`src/hw/rtl/b64d_pkg.sv`:
```
// Shared types, constants and the character classifier of the base64 decoder.
package b64d_pkg;

	localparam int QUEUE_DEPTH = 4;

	localparam logic [7:0] CHAR_PLUS  = 8'h2B;
	localparam logic [7:0] CHAR_SLASH = 8'h2F;
	localparam logic [7:0] CHAR_ZERO  = 8'h30;
	localparam logic [7:0] CHAR_NINE  = 8'h39;
	localparam logic [7:0] CHAR_UPPER_A = 8'h41;
	localparam logic [7:0] CHAR_UPPER_Z = 8'h5A;
	localparam logic [7:0] CHAR_LOWER_A = 8'h61;
	localparam logic [7:0] CHAR_LOWER_Z = 8'h7A;

	// Value returned for any character outside the alphabet.
	localparam logic [6:0] SEXTET_NONE = 7'd64;

	typedef struct packed {
		logic [7:0] in_char;
		logic       in_last;
	} in_t;

	typedef struct packed {
		logic [7:0] out_byte;
		logic       byte_valid;
		logic       end_of_message;
	} out_t;

	// Work handed from the front to the back: up to three bytes and an end mark.
	typedef struct packed {
		logic [7:0] byte0;
		logic [7:0] byte1;
		logic [7:0] byte2;
		logic [1:0] nbytes;
		logic       eom;
	} job_t;

	function automatic logic [6:0] sextet(input logic [7:0] c);
		logic [6:0] v;
		v = SEXTET_NONE;
		if (c >= CHAR_UPPER_A && c <= CHAR_UPPER_Z)
			v = 7'(c - CHAR_UPPER_A);
		else if (c >= CHAR_LOWER_A && c <= CHAR_LOWER_Z)
			v = 7'(c - CHAR_LOWER_A + 8'd26);
		else if (c >= CHAR_ZERO && c <= CHAR_NINE)
			v = 7'(c - CHAR_ZERO + 8'd52);
		else if (c == CHAR_PLUS)
			v = 7'd62;
		else if (c == CHAR_SLASH)
			v = 7'd63;
		return v;
	endfunction

endpackage

```
`src/hw/rtl/base64_decoder.sv`:
```
// Streaming base64 decoder: top level joining front end, job queue and back end.
//
//   channel   handshake        payload   meaning
//   input     push / full      code      one character, flag on the final one
//   output    pop / empty      result    one decoded byte or a bare end mark
//
// A character is accepted in any cycle while full is low, one per cycle.
// Each item yields at most one job of up to three bytes; the back end releases
// one result per cycle while pop is high, so four characters in give three results out in step.
// full rises only when the job queue (QUEUE_DEPTH entries) is full.
// Reset clears the group state, the queue and the back end; no results remain.
module base64_decoder #(
	parameter int QUEUE_DEPTH = b64d_pkg::QUEUE_DEPTH
) (
	input  logic           clk,
	input  logic           arst_n,
	input  logic           push,
	output logic           full,
	input  b64d_pkg::in_t  code,
	output logic           empty,
	input  logic           pop,
	output b64d_pkg::out_t result
);

	logic           q_push;
	logic           q_full;
	logic           q_pop;
	logic           q_empty;
	b64d_pkg::job_t wr_job;
	b64d_pkg::job_t rd_job;

	b64d_front u_front (
		.clk    (clk),
		.arst_n (arst_n),
		.push   (push),
		.full   (full),
		.code   (code),
		.q_full (q_full),
		.q_push (q_push),
		.q_job  (wr_job)
	);

	b64d_fifo #(
		.DEPTH (QUEUE_DEPTH)
	) u_fifo (
		.clk    (clk),
		.arst_n (arst_n),
		.wr     (q_push),
		.wr_job (wr_job),
		.full   (q_full),
		.rd     (q_pop),
		.rd_job (rd_job),
		.empty  (q_empty)
	);

	b64d_back u_back (
		.clk     (clk),
		.arst_n  (arst_n),
		.q_empty (q_empty),
		.q_job   (rd_job),
		.q_pop   (q_pop),
		.empty   (empty),
		.pop     (pop),
		.result  (result)
	);

endmodule

```
`src/hw/rtl/b64d_front.sv`:
```
// Front end: accepts characters, keeps the group state and forms byte jobs.
module b64d_front (
	input  logic              clk,
	input  logic              arst_n,
	input  logic              push,
	output logic              full,
	input  b64d_pkg::in_t     code,
	input  logic              q_full,
	output logic              q_push,
	output b64d_pkg::job_t    q_job
);

	logic [17:0] acc_q;
	logic [1:0]  cnt_q;
	logic        stopped_q;

	logic        accept;
	logic [6:0]  sx;
	logic        is_alpha;
	logic        take;
	logic        complete;
	logic        flush;
	logic [17:0] acc_n;
	logic [1:0]  cnt_n;
	logic [17:0] acc_f;
	logic [1:0]  cnt_f;

	assign full   = q_full;
	assign accept = push && !q_full;

	assign sx       = b64d_pkg::sextet(code.in_char);
	assign is_alpha = !sx[6];
	assign take     = !stopped_q && is_alpha;
	assign complete = take && (cnt_q == 2'd3);
	assign flush    = (!stopped_q && !is_alpha) || code.in_last;
	assign acc_n    = {acc_q[11:0], sx[5:0]};
	assign cnt_n    = cnt_q + 2'd1;

	// A final item flushes the group as it stands after this character is added.
	assign acc_f = (take && !complete) ? acc_n : acc_q;
	assign cnt_f = (take && !complete) ? cnt_n : cnt_q;

	always_comb begin
		q_job        = '0;
		q_job.eom    = code.in_last;
		if (complete) begin
			q_job.byte0  = acc_q[17:10];
			q_job.byte1  = acc_q[9:2];
			q_job.byte2  = {acc_q[1:0], sx[5:0]};
			q_job.nbytes = 2'd3;
		end else if (flush) begin
			case (cnt_f)
				2'd2: begin
					q_job.byte0  = acc_f[11:4];
					q_job.nbytes = 2'd1;
				end
				2'd3: begin
					q_job.byte0  = acc_f[17:10];
					q_job.byte1  = acc_f[9:2];
					q_job.nbytes = 2'd2;
				end
				default: q_job.nbytes = 2'd0;
			endcase
		end
	end

	assign q_push = accept && ((q_job.nbytes != 2'd0) || code.in_last);

	always_ff @(posedge clk or negedge arst_n) begin
		if (!arst_n) begin
			acc_q     <= '0;
			cnt_q     <= '0;
			stopped_q <= 1'b0;
		end else if (accept) begin
			if (code.in_last || complete) begin
				acc_q     <= '0;
				cnt_q     <= '0;
				stopped_q <= 1'b0;
			end else if (take) begin
				acc_q <= acc_n;
				cnt_q <= cnt_n;
			end else if (!stopped_q) begin
				acc_q     <= '0;
				cnt_q     <= '0;
				stopped_q <= 1'b1;
			end
		end
	end

`ifndef SYNTHESIS
	// A job without bytes exists only to carry the end mark.
	a_empty_job_has_eom: assert property (@(posedge clk) disable iff (!arst_n)
		(q_push && q_job.nbytes == 2'd0) |-> q_job.eom)
		else $error("empty job pushed without end mark");
	// Once stopped, the group state stays cleared.
	a_stopped_clear: assert property (@(posedge clk) disable iff (!arst_n)
		stopped_q |-> (cnt_q == 2'd0 && acc_q == '0))
		else $error("group state not clear while stopped");
`endif

endmodule

```
`src/hw/rtl/b64d_fifo.sv`:
```
// Short job queue between the front end and the back end.
module b64d_fifo #(
	parameter int DEPTH = b64d_pkg::QUEUE_DEPTH
) (
	input  logic           clk,
	input  logic           arst_n,
	input  logic           wr,
	input  b64d_pkg::job_t wr_job,
	output logic           full,
	input  logic           rd,
	output b64d_pkg::job_t rd_job,
	output logic           empty
);

	localparam int AW = (DEPTH > 1) ? $clog2(DEPTH) : 1;
	localparam int CW = $clog2(DEPTH + 1);

	b64d_pkg::job_t mem_q [DEPTH];
	logic [AW-1:0]  wptr_q;
	logic [AW-1:0]  rptr_q;
	logic [CW-1:0]  count_q;
	logic           do_wr;
	logic           do_rd;

	assign full   = (count_q == CW'(DEPTH));
	assign empty  = (count_q == '0);
	assign do_wr  = wr && !full;
	assign do_rd  = rd && !empty;
	assign rd_job = mem_q[rptr_q];

	always_ff @(posedge clk) begin
		if (do_wr)
			mem_q[wptr_q] <= wr_job;
	end

	always_ff @(posedge clk or negedge arst_n) begin
		if (!arst_n) begin
			wptr_q  <= '0;
			rptr_q  <= '0;
			count_q <= '0;
		end else begin
			if (do_wr)
				wptr_q <= (wptr_q == AW'(DEPTH - 1)) ? '0 : wptr_q + AW'(1);
			if (do_rd)
				rptr_q <= (rptr_q == AW'(DEPTH - 1)) ? '0 : rptr_q + AW'(1);
			if (do_wr && !do_rd)
				count_q <= count_q + CW'(1);
			else if (do_rd && !do_wr)
				count_q <= count_q - CW'(1);
		end
	end

`ifndef SYNTHESIS
	a_count_bound: assert property (@(posedge clk) disable iff (!arst_n)
		count_q <= CW'(DEPTH))
		else $error("queue count beyond depth");
`endif

endmodule

```
`src/hw/rtl/b64d_back.sv`:
```
// Back end: holds one job and releases its bytes as result items, one per pop.
module b64d_back (
	input  logic           clk,
	input  logic           arst_n,
	input  logic           q_empty,
	input  b64d_pkg::job_t q_job,
	output logic           q_pop,
	output logic           empty,
	input  logic           pop,
	output b64d_pkg::out_t result
);

	b64d_pkg::job_t cur_q;
	logic           busy_q;
	logic [1:0]     idx_q;
	logic           last_of_job;
	logic           taken;

	assign empty       = !busy_q;
	assign taken       = pop && busy_q;
	assign last_of_job = (cur_q.nbytes == 2'd0) || (idx_q == cur_q.nbytes - 2'd1);
	// The next job is loaded in the same cycle the previous one finishes.
	assign q_pop       = !q_empty && (!busy_q || (taken && last_of_job));

	always_comb begin
		result                = '0;
		result.byte_valid     = (cur_q.nbytes != 2'd0);
		result.end_of_message = cur_q.eom && last_of_job;
		if (cur_q.nbytes != 2'd0) begin
			case (idx_q)
				2'd0:    result.out_byte = cur_q.byte0;
				2'd1:    result.out_byte = cur_q.byte1;
				default: result.out_byte = cur_q.byte2;
			endcase
		end
	end

	always_ff @(posedge clk) begin
		if (q_pop)
			cur_q <= q_job;
	end

	always_ff @(posedge clk or negedge arst_n) begin
		if (!arst_n) begin
			busy_q <= 1'b0;
			idx_q  <= '0;
		end else if (q_pop) begin
			busy_q <= 1'b1;
			idx_q  <= '0;
		end else if (taken) begin
			if (last_of_job)
				busy_q <= 1'b0;
			else
				idx_q <= idx_q + 2'd1;
		end
	end

`ifndef SYNTHESIS
	a_bare_is_end: assert property (@(posedge clk) disable iff (!arst_n)
		(!empty && !result.byte_valid) |-> result.end_of_message)
		else $error("result without byte and without end mark");
	a_idx_in_job: assert property (@(posedge clk) disable iff (!arst_n)
		(busy_q && cur_q.nbytes != 2'd0) |-> (idx_q < cur_q.nbytes))
		else $error("byte index beyond job length");
`endif

endmodule

```
`config.mk`:
```
export PLATFORM = sky130hd
export DESIGN_NAME = base64_decoder
export DESIGN_NICKNAME = d
export VERILOG_FILES = /design/src/hw/rtl/b64d_pkg.sv /design/src/hw/rtl/base64_decoder.sv /design/src/hw/rtl/b64d_front.sv /design/src/hw/rtl/b64d_fifo.sv /design/src/hw/rtl/b64d_back.sv
export SDC_FILE = /design/constraint.sdc
export NUM_CORES = 1
export LEC_CHECK = 0
export ABC_AREA = 1
export BUFFER_PORTS_ARGS = -buffer_cell sky130_fd_sc_hd__buf_2
export CORE_MARGIN = 4
export CORE_UTILIZATION = 55
export DETAILED_ROUTE_END_ITERATION = 12
export PLACE_DENSITY = 0.72
export SYNTH_ARGS = -nofsm -noshare
export SYNTH_HDL_FRONTEND = slang
export SYNTH_SLANG_ARGS = --single-unit
```
`constraint.sdc`:
```
create_clock -name clk -period 4.2 [get_ports clk]
set_input_delay 0.42 -clock clk [delete_from_list [all_inputs] [get_ports clk]]
set_output_delay 0.42 -clock clk [all_outputs]
set_load 0.02 [all_outputs]
```
==> flow_summary.yaml <==
critical_path:
  critPathLaunchType: "input pin"
  reg2regPathDepth: 13
  critical_path.endpoint_type: "flip-flop"
  criticalPathCategory: "in2reg"
  rrSetupSlack_ps: 1120
  worstReg2RegEnd: "u_fifo.count_q[1]$_DFFE_PN0P_"
  required_ps: 4500
  worstPathMaxFanout: 23
  r2r_start: "u_front.cnt_q[0]$_DFFE_PN0P_"
  cp.arrival_ps: 3810
sta:
  fin_setup_tns_ps: 0
  hold_violations: 0
  layout_min_cycle_time_ps: 3510
  finClkSkew_ps: 8.77
  whs_ps: 65.8
  relSlewSlack: 0.357
  grt_setup_unrepaired: "no"
  fmax_mhz: 285
  worstMarginPinSlew_ps: 964
  setup_viol_count_final: 0
  slew_viol_final: 0
  fin_crit_sh: 0.836
synth:
  synth_cell_types: 42
  synth_xor_area_frac: 0.0104
  synthSimpleGateAreaFrac: 0.142
  syn_avg_cell_area_sq_um: 11.0
  syn_inst: 695
  synthAdderAreaFrac: 0.0322
  seq_area_frac_synth: 0.635
  synth_top_family_by_area: "simple AND/OR/NAND/NOR gates"
  syn_nets: 727
  syn_area_sq_um: 7610
  synth_mux_area_frac: 0.00148
  ys_ff_latch: 166
  synth_compound_area_frac: 0.130
  ys_warn_count: 0
cts:
  clk_pin_slew_ps: 60
  ctsResizeCount: 0
  cts_tree: "done"
  clock_path_buffers: 2
  root_buffer: "clkbuf_16"
  numCtsBuffers: 17
  post_cts_buffers: 0
  cts_htree_levels: 4
  clk_latency_ps: 430
  numClockSinks: 166
  cts_hold_buf: 0
detailed_routing:
  wl_per_cell_um: 17.3
  route.detailed.drc: 0
  totalWireLength_mm: 15.7
  viasPerCell: 5.58
  dr.pass1.iters: 5
  drtIter0Drc: 407
  antenna_left: 0
  num_vias: 5071
final_layout:
  diodes: 0
  fin_cells: 908
  layout_common_cells: "edfxtp_1 (135), nor2_1 (95), o21ai_0 (90), nand2_1 (87), inv_1 (55)"
  drive_gt1_frac: 0.141
  fin_util: 0.635
  syn2layout_area_growth_pct: 11.8
  final_nets: 751
  layout_commonest_cell: "edfxtp_1"
grt:
  antenna_found_initial: 0
  grt_pass1_wl_mm: 25.5
  grt_pass1_vias: 4884
  grt_max_degree: 57
  grt_usage: 0.208
  grt_overflow: 0
place:
  gp_congestion: 0.915
  dpl.hpwl_mm: 10.2
  io_buffers: 24
  dp.cells: 876
min_path:
  hold_class: "in2async"
floorplanning:
  start_util: 0.568
  core_area_sq_um: 13400
  die_w_um: 126
  num_rows: 42
  io-pin-count: 25
  dieHeight_um: 126
  die_area_sq_um: 15800
power_and_ir_drop:
  p_leak_uw: 0.00318
  power_density_nw_per_um2: 641
  finalPower_uw: 5450
  ir_drop_mv: 0.329
flow_run:
  maxCapViolCount: 0
run_status:
  outcome: "finished, final reports clean"
==> through the flow <==
step	setup slack, ps	cell area, sq um
after CTS	711	8510
after floorplan	233	7610
after detailed placement	274	7890
after global placement	408	7890
after global routing	325	8510
final	690	8510
==> cell type report <==
| cell class | count | area, sq um |
|---|---|---|
| fillers | 1034 | 4890 |
| flip-flops and latches | 166 | 4830 |
| multi-input cells | 439 | 2420 |
| clock buffers | 22 | 474 |
| inverters | 62 | 233 |
| well taps | 176 | 220 |
| repair buffers | 33 | 188 |
| clock inverters | 10 | 145 |
==> synth_stat cells <==
library cell / instances / area [sq um]
xnor2_1: 2 / 17.5
inv_2: 5 / 18.8
o22ai_1: 40 / 250
nor4_1: 1 / 6.26
inv_1: 55 / 206
o21a_1: 1 / 7.51
nor2_2: 2 / 12.5
nand3_1: 17 / 85.1
nand2_1: 87 / 327
a22o_1: 5 / 43.8
a22o_2: 1 / 10.0
o211ai_1: 2 / 15.0
o21ai_4: 2 / 32.5
clkbuf_1: 19 / 71.3
mux2_2: 1 / 11.3
dfrtp_1: 31 / 776
a31oi_1: 8 / 50.1
nand3_4: 3 / 52.6
buf_4: 2 / 15.0
ha_1: 18 / 225
nand3b_1: 1 / 7.51
nand4_1: 5 / 31.3
edfxtp_1: 135 / 4050
a21oi_1: 17 / 85.1
buf_1: 2 / 7.51
buf_2: 1 / 5.00
fa_1: 1 / 20.0
o21ai_0: 90 / 450
xor2_1: 7 / 61.3
nand3_2: 2 / 20.0
nor2_1: 100 / 375
a32o_1: 1 / 10.0
o21ai_1: 3 / 15.0
nor2_8: 1 / 20.0
nor2_4: 2 / 22.5
nor3_1: 2 / 10.0
clkinv_1: 2 / 7.51
nand2_2: 11 / 68.8
buf_6: 4 / 45.0
a211oi_1: 1 / 7.51
nand2_4: 4 / 45.0
a21oi_2: 1 / 8.76
==> cell families (layout without fill, tap and decap cells) <==
group | after synthesis | in the layout
DFF | 166 | 166
adders and majority gates | 19 | 19
buffers and inverters | 90 | 127
and+or+nand+nor | 238 | 238
xor gates and xnor gates | 9 | 9
AOI/OAI and AO/OA | 172 | 172
muxes | 1 | 1
==> where the power goes <==
group	switching, uW	internal [uW]	total, uW
Clock	605	987	1590
Sequential	116	2180	2300
Combinational	1100	466	1570
Total	1820	3630	5450
==> registers in the layout, indices dropped and copies added, names as in the netlist <==
name,cells
u_fifo.mem_q,108
u_back.cur_q,27
u_front.acc_q,18
u_fifo.count_q,3
u_back.idx_q,2
u_fifo.rptr_q,2
u_fifo.wptr_q,2
u_front.cnt_q,2
u_back.busy_q,1
u_front.stopped_q,1
==> worst max-delay path, stage by stage <==
cell     delay, ps
buf_2          140
inv_1          150
ha_1           280
inv_2           60
nand2_1         50
nand2_1         50
nand2_2         70
nand2_2         90
nand2_2        130
nand2_4         70
nand3_4        140
nand3_4        230
nand2_2        130
nand2_2        160
nand3_1        150
nand2_1        160
o21ai_4        290
inv_1           80
ha_1           180
inv_1          100
fa_1           410
mux2_2         270
==> worst max path at each step <==
stage                                    startpoint                       endpoint  cells past startpoint
after floorplan           u_back.cur_q[1]$_DFFE_PP_  u_fifo.count_q[1]$_DFFE_PN0P_                     14
after global placement                      code[1]  u_fifo.count_q[2]$_DFFE_PN0P_                     24
after detailed placement                    code[3]  u_fifo.count_q[1]$_DFFE_PN0P_                     21
after CTS                                   code[3]  u_fifo.count_q[1]$_DFFE_PN0P_                     21
after global routing                        code[1]  u_fifo.count_q[1]$_DFFE_PN0P_                     22
final                                       code[1]  u_fifo.count_q[1]$_DFFE_PN0P_                     22
==> per-layer routing <==
layer / wire length, um / track usage
met1: 7120 / 0.298
met3: 789 / 0.0440
met2: 7520 / 0.323
met5: 0 / 0
met4: 291 / 0.0689
No activity file was read; power rests on OpenSTA's default activity.
